### config.mk
export PLATFORM = sky130hd
export DESIGN_NAME = nearest_dinucleotide_motif_search_core_flat
export DESIGN_NICKNAME = d
export VERILOG_FILES = /design/src/rtl/ndms_pkg.sv /design/src/rtl/ndms_in_if.sv /design/src/rtl/ndms_out_if.sv /design/src/rtl/nearest_dinucleotide_motif_search_core.sv /design/src/flat_wrapper.sv
export SDC_FILE = /design/constraint.sdc
export NUM_CORES = 1
export LEC_CHECK = 0
export BUFFER_PORTS_ARGS = -buffer_cell sky130_fd_sc_hd__buf_2
export CORE_AREA = 4 4 240 242
export CTS_BUF_LIST = sky130_fd_sc_hd__clkbuf_2
export DETAILED_ROUTE_END_ITERATION = 6
export DIE_AREA = 0 0 244 246
export GPL_TIMING_DRIVEN = 0
export PLACE_DENSITY = 0.55
export SLEW_MARGIN = 20
export SYNTH_ARGS = -nofsm -noshare
export SYNTH_HDL_FRONTEND = slang
export SYNTH_SLANG_ARGS = --single-unit
### constraint.sdc
create_clock -name clk -period 14.4 [get_ports clk]
set_input_delay 2.88 -clock clk [delete_from_list [all_inputs] [get_ports clk]]
set_output_delay 2.88 -clock clk [all_outputs]
set_load 0.01 [all_outputs]
### src/rtl/ndms_pkg.sv
// Shared widths, register indexes and helper types for the nearest
// dinucleotide motif search core. No dependencies.
package ndms_pkg;

	localparam int BASE_W     = 8;
	localparam int POS_W      = 32;
	localparam int MM_W       = 3;
	localparam int HIT_MM_W   = 2;
	localparam int CFG_IDX_W  = 3;
	localparam int CFG_DATA_W = 8;

	typedef logic [BASE_W-1:0] base_t;
	typedef logic [POS_W-1:0]  pos_t;
	typedef logic [MM_W-1:0]   mm_t;

	// Index of each configuration register on the write port.
	typedef enum logic [CFG_IDX_W-1:0] {
		REG_LEFT_FIRST   = 3'd0,
		REG_LEFT_SECOND  = 3'd1,
		REG_RIGHT_FIRST  = 3'd2,
		REG_RIGHT_SECOND = 3'd3,
		REG_ALLOWED_MM   = 3'd4
	} cfg_reg_t;

endpackage

### src/rtl/ndms_in_if.sv
// Input channel of the motif search core: one base of the window per item.
// Depends on ndms_pkg.
interface ndms_in_if;
	logic               valid;
	logic               ready;
	ndms_pkg::base_t    base;
	ndms_pkg::pos_t     position;
	logic               first_of_window;
	logic               last_of_window;
	logic               motif_select;
	ndms_pkg::pos_t     reference_position;
	ndms_pkg::mm_t      prior_mismatches;

	modport source(
		output valid, base, position, first_of_window, last_of_window,
		       motif_select, reference_position, prior_mismatches,
		input  ready
	);
	modport sink(
		input  valid, base, position, first_of_window, last_of_window,
		       motif_select, reference_position, prior_mismatches,
		output ready
	);
endinterface

### src/rtl/ndms_out_if.sv
// Result channel of the motif search core: one summary per window.
// Depends on ndms_pkg.
interface ndms_out_if;
	logic               valid;
	logic               ready;
	logic               found;
	ndms_pkg::pos_t     best_position;
	ndms_pkg::pos_t     best_distance;
	ndms_pkg::mm_t      total_mismatches;

	modport source(
		output valid, found, best_position, best_distance, total_mismatches,
		input  ready
	);
	modport sink(
		input  valid, found, best_position, best_distance, total_mismatches,
		output ready
	);
endinterface

### src/rtl/nearest_dinucleotide_motif_search_core.sv
// Top level of the nearest dinucleotide motif search core.
// Depends on ndms_pkg, ndms_in_if and ndms_out_if.
//
// Usage. Software writes the two motif pairs and the allowed mismatch count
// through the write port (wr_en, wr_index, wr_data) while the core is idle.
// A window is then streamed on the bases channel, one base per item, the
// first item flagged first_of_window (it also carries the reference
// position, the motif choice and the prior mismatch count) and the last one
// flagged last_of_window. Every adjacent pair of bases is scored against the
// chosen motif, and the accepted candidate nearest to the reference is kept;
// on a tie the earlier candidate stays.
// The item that closes the window produces one item on the result channel.
//
// Throughput is one base per clock cycle: an item is captured in an input
// register and scored against the running best in the following cycle, all
// within one short compare, subtract and compare path.
// The last item of a window is captured in the input register, and the
// result is then written to the result register and presented from it.
// If the receiver stalls, the result waits in the result register while the
// next window keeps streaming; only an item that closes a window stalls
// (in the input register) until the earlier result has been taken.
// Reset clears the configuration, the scan state and both valid flags.
module nearest_dinucleotide_motif_search_core (
	input  logic                                clk,
	input  logic                                arst_n,
	input  logic                                wr_en,
	input  logic [ndms_pkg::CFG_IDX_W-1:0]      wr_index,
	input  logic [ndms_pkg::CFG_DATA_W-1:0]     wr_data,
	ndms_in_if.sink                             bases,
	ndms_out_if.source                          result
);

	// Configuration registers.
	ndms_pkg::base_t left_first_q, left_second_q, right_first_q, right_second_q;
	ndms_pkg::mm_t   allowed_q;

	// Input register.
	logic            valid_s1;
	ndms_pkg::base_t base_s1;
	ndms_pkg::pos_t  position_s1;
	logic            first_s1;
	logic            last_s1;
	logic            select_s1;
	ndms_pkg::pos_t  reference_s1;
	ndms_pkg::mm_t   prior_s1;

	// Scan state.
	ndms_pkg::base_t prev_base_q;
	ndms_pkg::pos_t  prev_pos_q;
	logic            have_prev_q;
	logic            hit_q;
	ndms_pkg::pos_t  best_pos_q;
	ndms_pkg::pos_t  best_dist_q;
	logic [ndms_pkg::HIT_MM_W-1:0] best_mm_q;
	ndms_pkg::pos_t  reference_q;
	ndms_pkg::mm_t   prior_q;
	logic            select_q;

	// Result register.
	logic            out_valid_q;
	logic            found_q;
	ndms_pkg::pos_t  out_pos_q;
	ndms_pkg::pos_t  out_dist_q;
	ndms_pkg::mm_t   out_total_q;

	logic            advance;
	logic            in_take;
	ndms_pkg::base_t want_a, want_b;
	logic            miss_a, miss_b;
	logic [ndms_pkg::HIT_MM_W-1:0] pair_mm;
	logic [ndms_pkg::MM_W:0]       spend;
	logic            pair_ok;
	ndms_pkg::pos_t  cand;
	ndms_pkg::pos_t  gap;
	logic            take;

	logic            nx_found;
	ndms_pkg::pos_t  nx_pos;
	ndms_pkg::pos_t  nx_dist;
	logic [ndms_pkg::HIT_MM_W-1:0] nx_mm;
	ndms_pkg::mm_t   nx_prior;
	logic [ndms_pkg::MM_W:0]       nx_sum;
	ndms_pkg::mm_t   nx_total;

	// The input register moves on unless it holds a window's last item and
	// the result register is still occupied by an earlier result.
	assign advance = valid_s1 && (!last_s1 || !out_valid_q || result.ready);
	assign bases.ready = !valid_s1 || advance;
	assign in_take = bases.valid && bases.ready;

	// Pair scoring against the motif latched at the start of the window.
	assign want_a  = select_q ? right_first_q  : left_first_q;
	assign want_b  = select_q ? right_second_q : left_second_q;
	assign miss_a  = prev_base_q != want_a;
	assign miss_b  = base_s1 != want_b;
	assign pair_mm = {miss_a && miss_b, miss_a ^ miss_b};
	assign spend   = {1'b0, prior_q} + {{(ndms_pkg::MM_W - 1){1'b0}}, pair_mm};
	assign pair_ok = spend <= {1'b0, allowed_q};
	assign cand    = select_q ? position_s1 : prev_pos_q;
	assign gap     = (cand > reference_q) ? (cand - reference_q) : (reference_q - cand);

	// A first item opens a window and never closes a pair.
	assign take = !first_s1 && have_prev_q && pair_ok && (!hit_q || gap < best_dist_q);

	always_comb begin
		if (first_s1) begin
			nx_found = 1'b0;
			nx_pos   = reference_s1;
			nx_dist  = '0;
			nx_mm    = '0;
			nx_prior = prior_s1;
		end else if (take) begin
			nx_found = 1'b1;
			nx_pos   = cand;
			nx_dist  = gap;
			nx_mm    = pair_mm;
			nx_prior = prior_q;
		end else begin
			nx_found = hit_q;
			nx_pos   = hit_q ? best_pos_q : reference_q;
			nx_dist  = hit_q ? best_dist_q : '0;
			nx_mm    = best_mm_q;
			nx_prior = prior_q;
		end
		nx_sum = {1'b0, nx_prior}
			+ {{(ndms_pkg::MM_W - 1){1'b0}}, (nx_found ? nx_mm : 2'b00)};
		nx_total = nx_sum[ndms_pkg::MM_W] ? {ndms_pkg::MM_W{1'b1}}
			: nx_sum[ndms_pkg::MM_W-1:0];
	end

	// Configuration writes; indexes beyond the list are ignored.
	always_ff @(posedge clk or negedge arst_n) begin
		if (!arst_n) begin
			left_first_q   <= '0;
			left_second_q  <= '0;
			right_first_q  <= '0;
			right_second_q <= '0;
			allowed_q      <= '0;
		end else if (wr_en) begin
			unique case (ndms_pkg::cfg_reg_t'(wr_index))
				ndms_pkg::REG_LEFT_FIRST:   left_first_q   <= wr_data;
				ndms_pkg::REG_LEFT_SECOND:  left_second_q  <= wr_data;
				ndms_pkg::REG_RIGHT_FIRST:  right_first_q  <= wr_data;
				ndms_pkg::REG_RIGHT_SECOND: right_second_q <= wr_data;
				ndms_pkg::REG_ALLOWED_MM:   allowed_q      <= wr_data[ndms_pkg::MM_W-1:0];
				default: ;
			endcase
		end
	end

	// Input register: valid flag with reset, payload without.
	always_ff @(posedge clk or negedge arst_n) begin
		if (!arst_n) begin
			valid_s1 <= 1'b0;
		end else if (bases.ready) begin
			valid_s1 <= bases.valid;
		end
	end

	always_ff @(posedge clk) begin
		if (in_take) begin
			base_s1      <= bases.base;
			position_s1  <= bases.position;
			first_s1     <= bases.first_of_window;
			last_s1      <= bases.last_of_window;
			select_s1    <= bases.motif_select;
			reference_s1 <= bases.reference_position;
			prior_s1     <= bases.prior_mismatches;
		end
	end

	// Scan state update, one item per cycle while the input register advances.
	always_ff @(posedge clk or negedge arst_n) begin
		if (!arst_n) begin
			prev_base_q <= '0;
			prev_pos_q  <= '0;
			have_prev_q <= 1'b0;
			hit_q       <= 1'b0;
			best_pos_q  <= '0;
			best_dist_q <= '0;
			best_mm_q   <= '0;
			reference_q <= '0;
			prior_q     <= '0;
			select_q    <= 1'b0;
		end else if (advance) begin
			prev_base_q <= base_s1;
			prev_pos_q  <= position_s1;
			have_prev_q <= 1'b1;
			if (first_s1) begin
				reference_q <= reference_s1;
				prior_q     <= prior_s1;
				select_q    <= select_s1;
				hit_q       <= 1'b0;
				best_pos_q  <= '0;
				best_dist_q <= '0;
				best_mm_q   <= '0;
			end else if (take) begin
				hit_q       <= 1'b1;
				best_pos_q  <= cand;
				best_dist_q <= gap;
				best_mm_q   <= pair_mm;
			end
		end
	end

	// Result register.
	always_ff @(posedge clk or negedge arst_n) begin
		if (!arst_n) begin
			out_valid_q <= 1'b0;
		end else if (advance && last_s1) begin
			out_valid_q <= 1'b1;
		end else if (result.ready) begin
			out_valid_q <= 1'b0;
		end
	end

	always_ff @(posedge clk) begin
		if (advance && last_s1) begin
			found_q     <= nx_found;
			out_pos_q   <= nx_pos;
			out_dist_q  <= nx_dist;
			out_total_q <= nx_total;
		end
	end

	assign result.valid            = out_valid_q;
	assign result.found            = found_q;
	assign result.best_position    = out_pos_q;
	assign result.best_distance    = out_dist_q;
	assign result.total_mismatches = out_total_q;

endmodule

### src/flat_wrapper.sv
// flat-port wrapper written by rule: the top's interface ports become plain ports
module nearest_dinucleotide_motif_search_core_flat 
  (clk, arst_n, wr_en, wr_index, wr_data, bases_valid, bases_base, bases_position, bases_first_of_window, bases_last_of_window, bases_motif_select, bases_reference_position, bases_prior_mismatches, bases_ready, result_valid, result_found, result_best_position, result_best_distance, result_total_mismatches, result_ready);
  ndms_in_if bases_i ();
  ndms_out_if result_i ();
  input  logic clk;
  input  logic arst_n;
  input  logic wr_en;
  input  logic [ndms_pkg::CFG_IDX_W-1:0] wr_index;
  input  logic [ndms_pkg::CFG_DATA_W-1:0] wr_data;
  input wire logic [$bits(bases_i.valid)-1:0] bases_valid;
  input wire logic [$bits(bases_i.base)-1:0] bases_base;
  input wire logic [$bits(bases_i.position)-1:0] bases_position;
  input wire logic [$bits(bases_i.first_of_window)-1:0] bases_first_of_window;
  input wire logic [$bits(bases_i.last_of_window)-1:0] bases_last_of_window;
  input wire logic [$bits(bases_i.motif_select)-1:0] bases_motif_select;
  input wire logic [$bits(bases_i.reference_position)-1:0] bases_reference_position;
  input wire logic [$bits(bases_i.prior_mismatches)-1:0] bases_prior_mismatches;
  output wire logic [$bits(bases_i.ready)-1:0] bases_ready;
  output wire logic [$bits(result_i.valid)-1:0] result_valid;
  output wire logic [$bits(result_i.found)-1:0] result_found;
  output wire logic [$bits(result_i.best_position)-1:0] result_best_position;
  output wire logic [$bits(result_i.best_distance)-1:0] result_best_distance;
  output wire logic [$bits(result_i.total_mismatches)-1:0] result_total_mismatches;
  input wire logic [$bits(result_i.ready)-1:0] result_ready;
  assign bases_i.valid = bases_valid;
  assign bases_i.base = bases_base;
  assign bases_i.position = bases_position;
  assign bases_i.first_of_window = bases_first_of_window;
  assign bases_i.last_of_window = bases_last_of_window;
  assign bases_i.motif_select = bases_motif_select;
  assign bases_i.reference_position = bases_reference_position;
  assign bases_i.prior_mismatches = bases_prior_mismatches;
  assign bases_ready = bases_i.ready;
  assign result_valid = result_i.valid;
  assign result_found = result_i.found;
  assign result_best_position = result_i.best_position;
  assign result_best_distance = result_i.best_distance;
  assign result_total_mismatches = result_i.total_mismatches;
  assign result_i.ready = result_ready;
  nearest_dinucleotide_motif_search_core u_core (.clk(clk), .arst_n(arst_n), .wr_en(wr_en), .wr_index(wr_index), .wr_data(wr_data), .bases(bases_i), .result(result_i));
endmodule
# Word-level counts from Yosys, hierarchy flattened
# Cells that the tools add are included.
# totals
output_inout_bits,70
reg_bits,327
word_cells,89
# op_classes
n_bitwise,1
magnitude_cmp,3
eq_ne,6
n_reduce_logical,26
addsub,4
muxes,21
# op_table
operator,n
32-bit two-way mux,11
32-bit subtractor,2
32-bit greater-than comparator,1
32-bit < comparator,1
8-bit two-way mux,2
8-bit inequality test,2
2-bit AND reduction,7
3-bit by 2-bit adder with 4-bit output,2
1-bit logical AND,7
3-bit by 2-bit equality test with 1-bit output (second input constant),2
2-bit two-way mux,3
1-bit logical NOT,5
4-bit by 3-bit <= comparator with 1-bit output,1
1-bit logical OR,4
1-bit two-way mux,4
2-bit nonzero test,2
3-bit by 1-bit equality test with 1-bit output (second input constant),1
3-bit equality test (second input constant),1
3-bit logical NOT,1
3-bit two-way mux,1
1-bit bitwise XOR,1

# Longest topological paths before layout
# logic_depth
ltp_word,11
ltp_mapped,33
ltp_nobuf,27

# Worst setup path before layout
# OpenSTA, ideal clock, no wires.
# synth_timing
path_kind,register to register
from,register u_core.select_q
to,"register u_core.out_total_q[2], in the netlist u_core.result.total_mismatches[2], data pin"
synth_period_minus_slack_ps,7198
arrival_time_ps,6931
path_stages_with_launch,34
path_slack_ps,7202
cell_sequence,dfrtp_1 -> clkbuf_1 -> clkbuf_1 -> clkbuf_1 -> mux2i_1 -> inv_1 -> ha_1 -> nand4_4 -> nor4_4 -> and3_1 -> a21oi_2 -> a31oi_4 -> buf_6 -> buf_2 -> nand3_1 -> o41a_1 -> xnor2_1 -> inv_1 -> ha_1 -> a21o_1 -> a21o_1 -> a21oi_1 -> o211ai_1 -> o21ai_0 -> nor2b_1 -> clkbuf_1 -> clkbuf_1 -> nand2_1 -> a21oi_1 -> ha_1 -> inv_1 -> fa_1 -> nor3b_1 -> a21oi_1
# synth_between
elab_chain_cells,11
elab_cells_between_ends,23
classes_between,add/sub: 4; order compare: 3; eq/ne: 2; mux: 9; bitwise: 1; reduce/logical: 4
# synth_rtl
item,line,rtl
"start, declared",nearest_dinucleotide_motif_search_core.sv:57,logic select_q;
"start signal, assigned",nearest_dinucleotide_motif_search_core.sv:192,select_q <= select_s1;
branches (longest 9 deep; another with 32-bit subtractor),n/a,
2-bit two-way mux (*),nearest_dinucleotide_motif_search_core.sv:126,"+ {{(ndms_pkg::MM_W - 1){1'b0}}, (nx_found ? nx_mm : 2'b00)};"
3-bit by 2-bit adder with 4-bit output (*),nearest_dinucleotide_motif_search_core.sv:126,
"end signal, assigned",nearest_dinucleotide_motif_search_core.sv:222,out_total_q <= nx_total;
"end, declared",nearest_dinucleotide_motif_search_core.sv:64,ndms_pkg::mm_t out_total_q;
# Mark *: on every way between the ends.
# A chain may end at the register's enable or synchronous reset.

# Worst setup path after layout
# Ends and elaborated chain as after synthesis.

==> impl_metrics.toml <==
[detailed_routing]
ant_nets = 0
remaining_drc_errors = 0
vias = 13500
drt_pass1_iterations = 7
routed_wirelength_um = 52000
routedWlPerCell_um = 19.2
drt_first_iter_violations = 851
drt-vias-per-instance = 4.98

[final_layout]
layout.filler_cells = 5648
sequential_cell_area_um2 = 8910
area_delta_synth_final_pct = 15.3
nets = 2091
final_layout_size_suffix_gt1_share_pct = 21.6
multi_input_comb_area_um2 = 7860

[clock_network]
clock-root-buffer = "clkbuf_2"
clk_path_buf_depth = 3
clk_pin_slew_ns = 0.10
clkLatencyLatePin_ns = 1.09
cts_buffers = 86
cts_htree_levels = 3
tritoncts = "yes"
post_cts.repair.setup_buffers = 0
cts_hold_buf = 0
cts_num_sinks = 327
post_cts.resized_instances = 0

[power_and_ir_drop]
pwr-share-clk_pct = 17.8
power.switching_fraction_pct = 43.0
internal_power_uw = 2080
pwr-share-seq_pct = 35.2
power_per_cell_area_nw_per_um2 = 180
net-switching-power_uw = 1570
vdd_drop_max_mv = 0.0619
power_frac_comb_pct = 47.0
totalPowerFinal_uw = 3650
static-leakage-power_uw = 0.00929

[floorplanning]
design.die.area_um2 = 60000
initial_core_util_pct = 31.9
core_area_um2 = 55100
die_height_um = 246
rows = 86
io-pin-count = 164
die_w_um = 244

[setup_path]
crit_path_max_fo = 10
setup.worst_path.start_class = "register"
critPathBufInv = 10
crit_path_max_incr_delay_ns = 0.62
crit_slowest_cell = "clkbuf_1"
critPathCaptureType = "register"
cp_common_cell = "clkbuf_1"
timing.critical_path.max_delay_family = "buffers and inverters"
worst_ep_required_time_ns = 15.19
worstPathArrival_ns = 10.38
setup.reg_to_reg.worst_slack_ns = 4.81
critical_path_class = "reg -> reg"

[timing]
worst_pin_slew_ns = 1.00
timing_hold_violations_final = 0
tns_ns = 0
min_period_ns = 9.59
finalSetupViolations = 0
rsz0062_at_grt = "no"
post-route-period-util_pct = 66.6
timing.hold.ws_ns = 0.466
fin_skew_ns = 0.105
timing_max_transition_violations_final = 0
worst_slew_margin_rel_pct = 31.1
clock.fmax_ghz = 0.104

[run]
number_of_max_cap_violations = 0

[yosys]
synth-seq-area-share_pct = 50.7
synth-edff-count = 146
synth.cells.most_frequent = "nand2_1 (225), dfrtp_1 (181), edfxtp_1 (146), inv_1 (120), ha_1 (102)"
primary_flip_flop_cell_chosen_by_synthesis_mapping = "dfrtp_1"
yosysTopAreaCell = "dfrtp_1"
ys_async_sr_fraction_pct = 55.4
count_of_different_cell_masters_after_synthesis = 67
ys.warnings.count = 0
cell_area_after_synthesis_um2 = 17600
mapped_cells = 1635
syn-mean-instance-area_um2 = 10.8
syn-num-nets = 1835
synth_area_leaders = "dfrtp_1 (26%), edfxtp_1 (25%), ha_1 (7.3%)"
area_share_of_the_leading_cell_type_in_the_synthesized_netlist_pct = 25.8
post-synth-top-count-cell = "nand2_1"
synth-seq-cells = 327

[placement]
dpl.hpwl_um = 39500
io_buffer_count = 163
routabilityCongestion = 0.879

[status]
run_status = "completed"

[global_routing]
grt_pass1_wl_um = 80700
grt_max_degree = 63
globalRoute.totalOverflow = 0
antenna_violations_before_repair = 3
number_of_global_route_vias_before_repair = 13800
grt.total_usage_pct = 17.3

[min_path]
hold_class = "reg -> reg"
[worst paths after layout]
| check | startpoint | to | cells after the start |
|---|---|---|---|
| max in group asynchronous | arst_n | u_core.left_second_q[6] | 3 |
| min in group asynchronous | arst_n | u_core.best_dist_q[19] | 1 |
| min reg2reg | u_core.position_s1[0] | u_core.prev_pos_q[0] | 2 |
| max reg2reg | u_core.select_q | u_core.result.total_mismatches[2] | 33 |
| min | u_core.position_s1[0] | u_core.prev_pos_q[0] | 2 |
| max | u_core.select_q | u_core.result.total_mismatches[2] | 33 |
[cell families (layout without fill, tap and decap cells)]
family	after synthesis	after routing	synth area share (%)
AND/OR/NAND/NOR	425	425	11.0
AO/OA/AOI/OAI	346	346	13.2
flip-flops	327	327	50.7
buffers and inverters	211	539	4.71
multiplexers	174	174	10.4
adder cells (fa/ha/maj)	106	106	7.71
XOR/XNOR	46	46	2.29
other	0	1	0
[through the flow]
stage | util (%) | worst slack, ns | instance area, um2 | instances
global route | 36.8 | 4.14 | 20300 | 2712
detailed placement | 35.4 | 4.69 | 19500 | 2551
CTS | 36.8 | 4.73 | 20300 | 2711
global placement | 35.1 | 4.73 | 19300 | 2546
finish | 36.8 | 4.81 | 20300 | 2712
floorplan | - | 7.20 | 17600 | 1635
[metal layers]
layer / track usage (%) / share of wire (%)
met5: 0 / 0.050
met4: 6.43 / 2.5
met3: 4.12 / 5.7
met2: 27.7 / 46
met1: 22.8 / 45
[power by group through the flow]
stage	clock network, uW	registers, uW	logic (uW)
2_1_floorplan	0	1290	1170
3_3_place_gp	0	1300	1680
3_5_place_dp	0	1300	1700
4_1_cts	685	1280	1710
5_1_grt	733	1310	1910
6_report	650	1280	1710
[registers in the layout, indices dropped and copies added, names as in the netlist, 8 cells and up]
| register | flops |
|---|---|
| u_core.reference_s1 | 32 |
| u_core.reference_q | 32 |
| u_core.result.best_position | 32 |
| u_core.position_s1 | 32 |
| u_core.right_second_q | 8 |
| u_core.left_first_q | 8 |
| u_core.best_pos_q | 32 |
| u_core.best_dist_q | 32 |
| u_core.left_second_q | 8 |
| u_core.prev_base_q | 8 |
| u_core.result.best_distance | 32 |
| u_core.right_first_q | 8 |
| u_core.base_s1 | 8 |
| u_core.prev_pos_q | 32 |
[tightest hold or removal path, stage by stage (launching register included)]
cell and delay (ns):
edfxtp_1 0.35, nand2_1 0.05, nand2_1 0.05
[layout make-up]
class                      count  area share, %
timing repair buffer         168           4.64
inverter                     121           2.24
buffer                        90           1.85
tap                          748           4.62
clock buffer                 133           3.28
clock inverter                27          0.648
sequential                   327           44.0
antenna                        1         0.0123
multi-input combinational   1097           38.8
[placed cells by master, fill, tap and decap left out, types with 6 or more instances in the layout]
cell | netlist | layout
a211oi_1 | 13 | 13
a21o_1 | 36 | 36
a21oi_1 | 86 | 86
a22o_1 | 26 | 26
and3_1 | 21 | 20
buf_1 | 12 | 12
buf_2 | 20 | 183
clkbuf_1 | 56 | 56
clkbuf_2 | 0 | 133
clkinv_1 | 0 | 16
clkinv_2 | 0 | 6
dfrtp_1 | 181 | 181
edfxtp_1 | 146 | 146
ha_1 | 102 | 102
inv_1 | 120 | 120
mux2_2 | 75 | 75
mux2i_1 | 99 | 99
nand2_1 | 225 | 225
nand2b_1 | 12 | 12
nand3_1 | 59 | 59
nand4_1 | 18 | 18
nor2_1 | 48 | 48
nor3_1 | 9 | 9
nor4_1 | 8 | 8
o211ai_1 | 7 | 7
o21a_1 | 6 | 6
o21ai_0 | 92 | 92
o221ai_1 | 32 | 32
o32ai_1 | 6 | 6
xnor2_1 | 34 | 34
xor2_1 | 12 | 12
No activity file was read; power rests on OpenSTA's default activity.
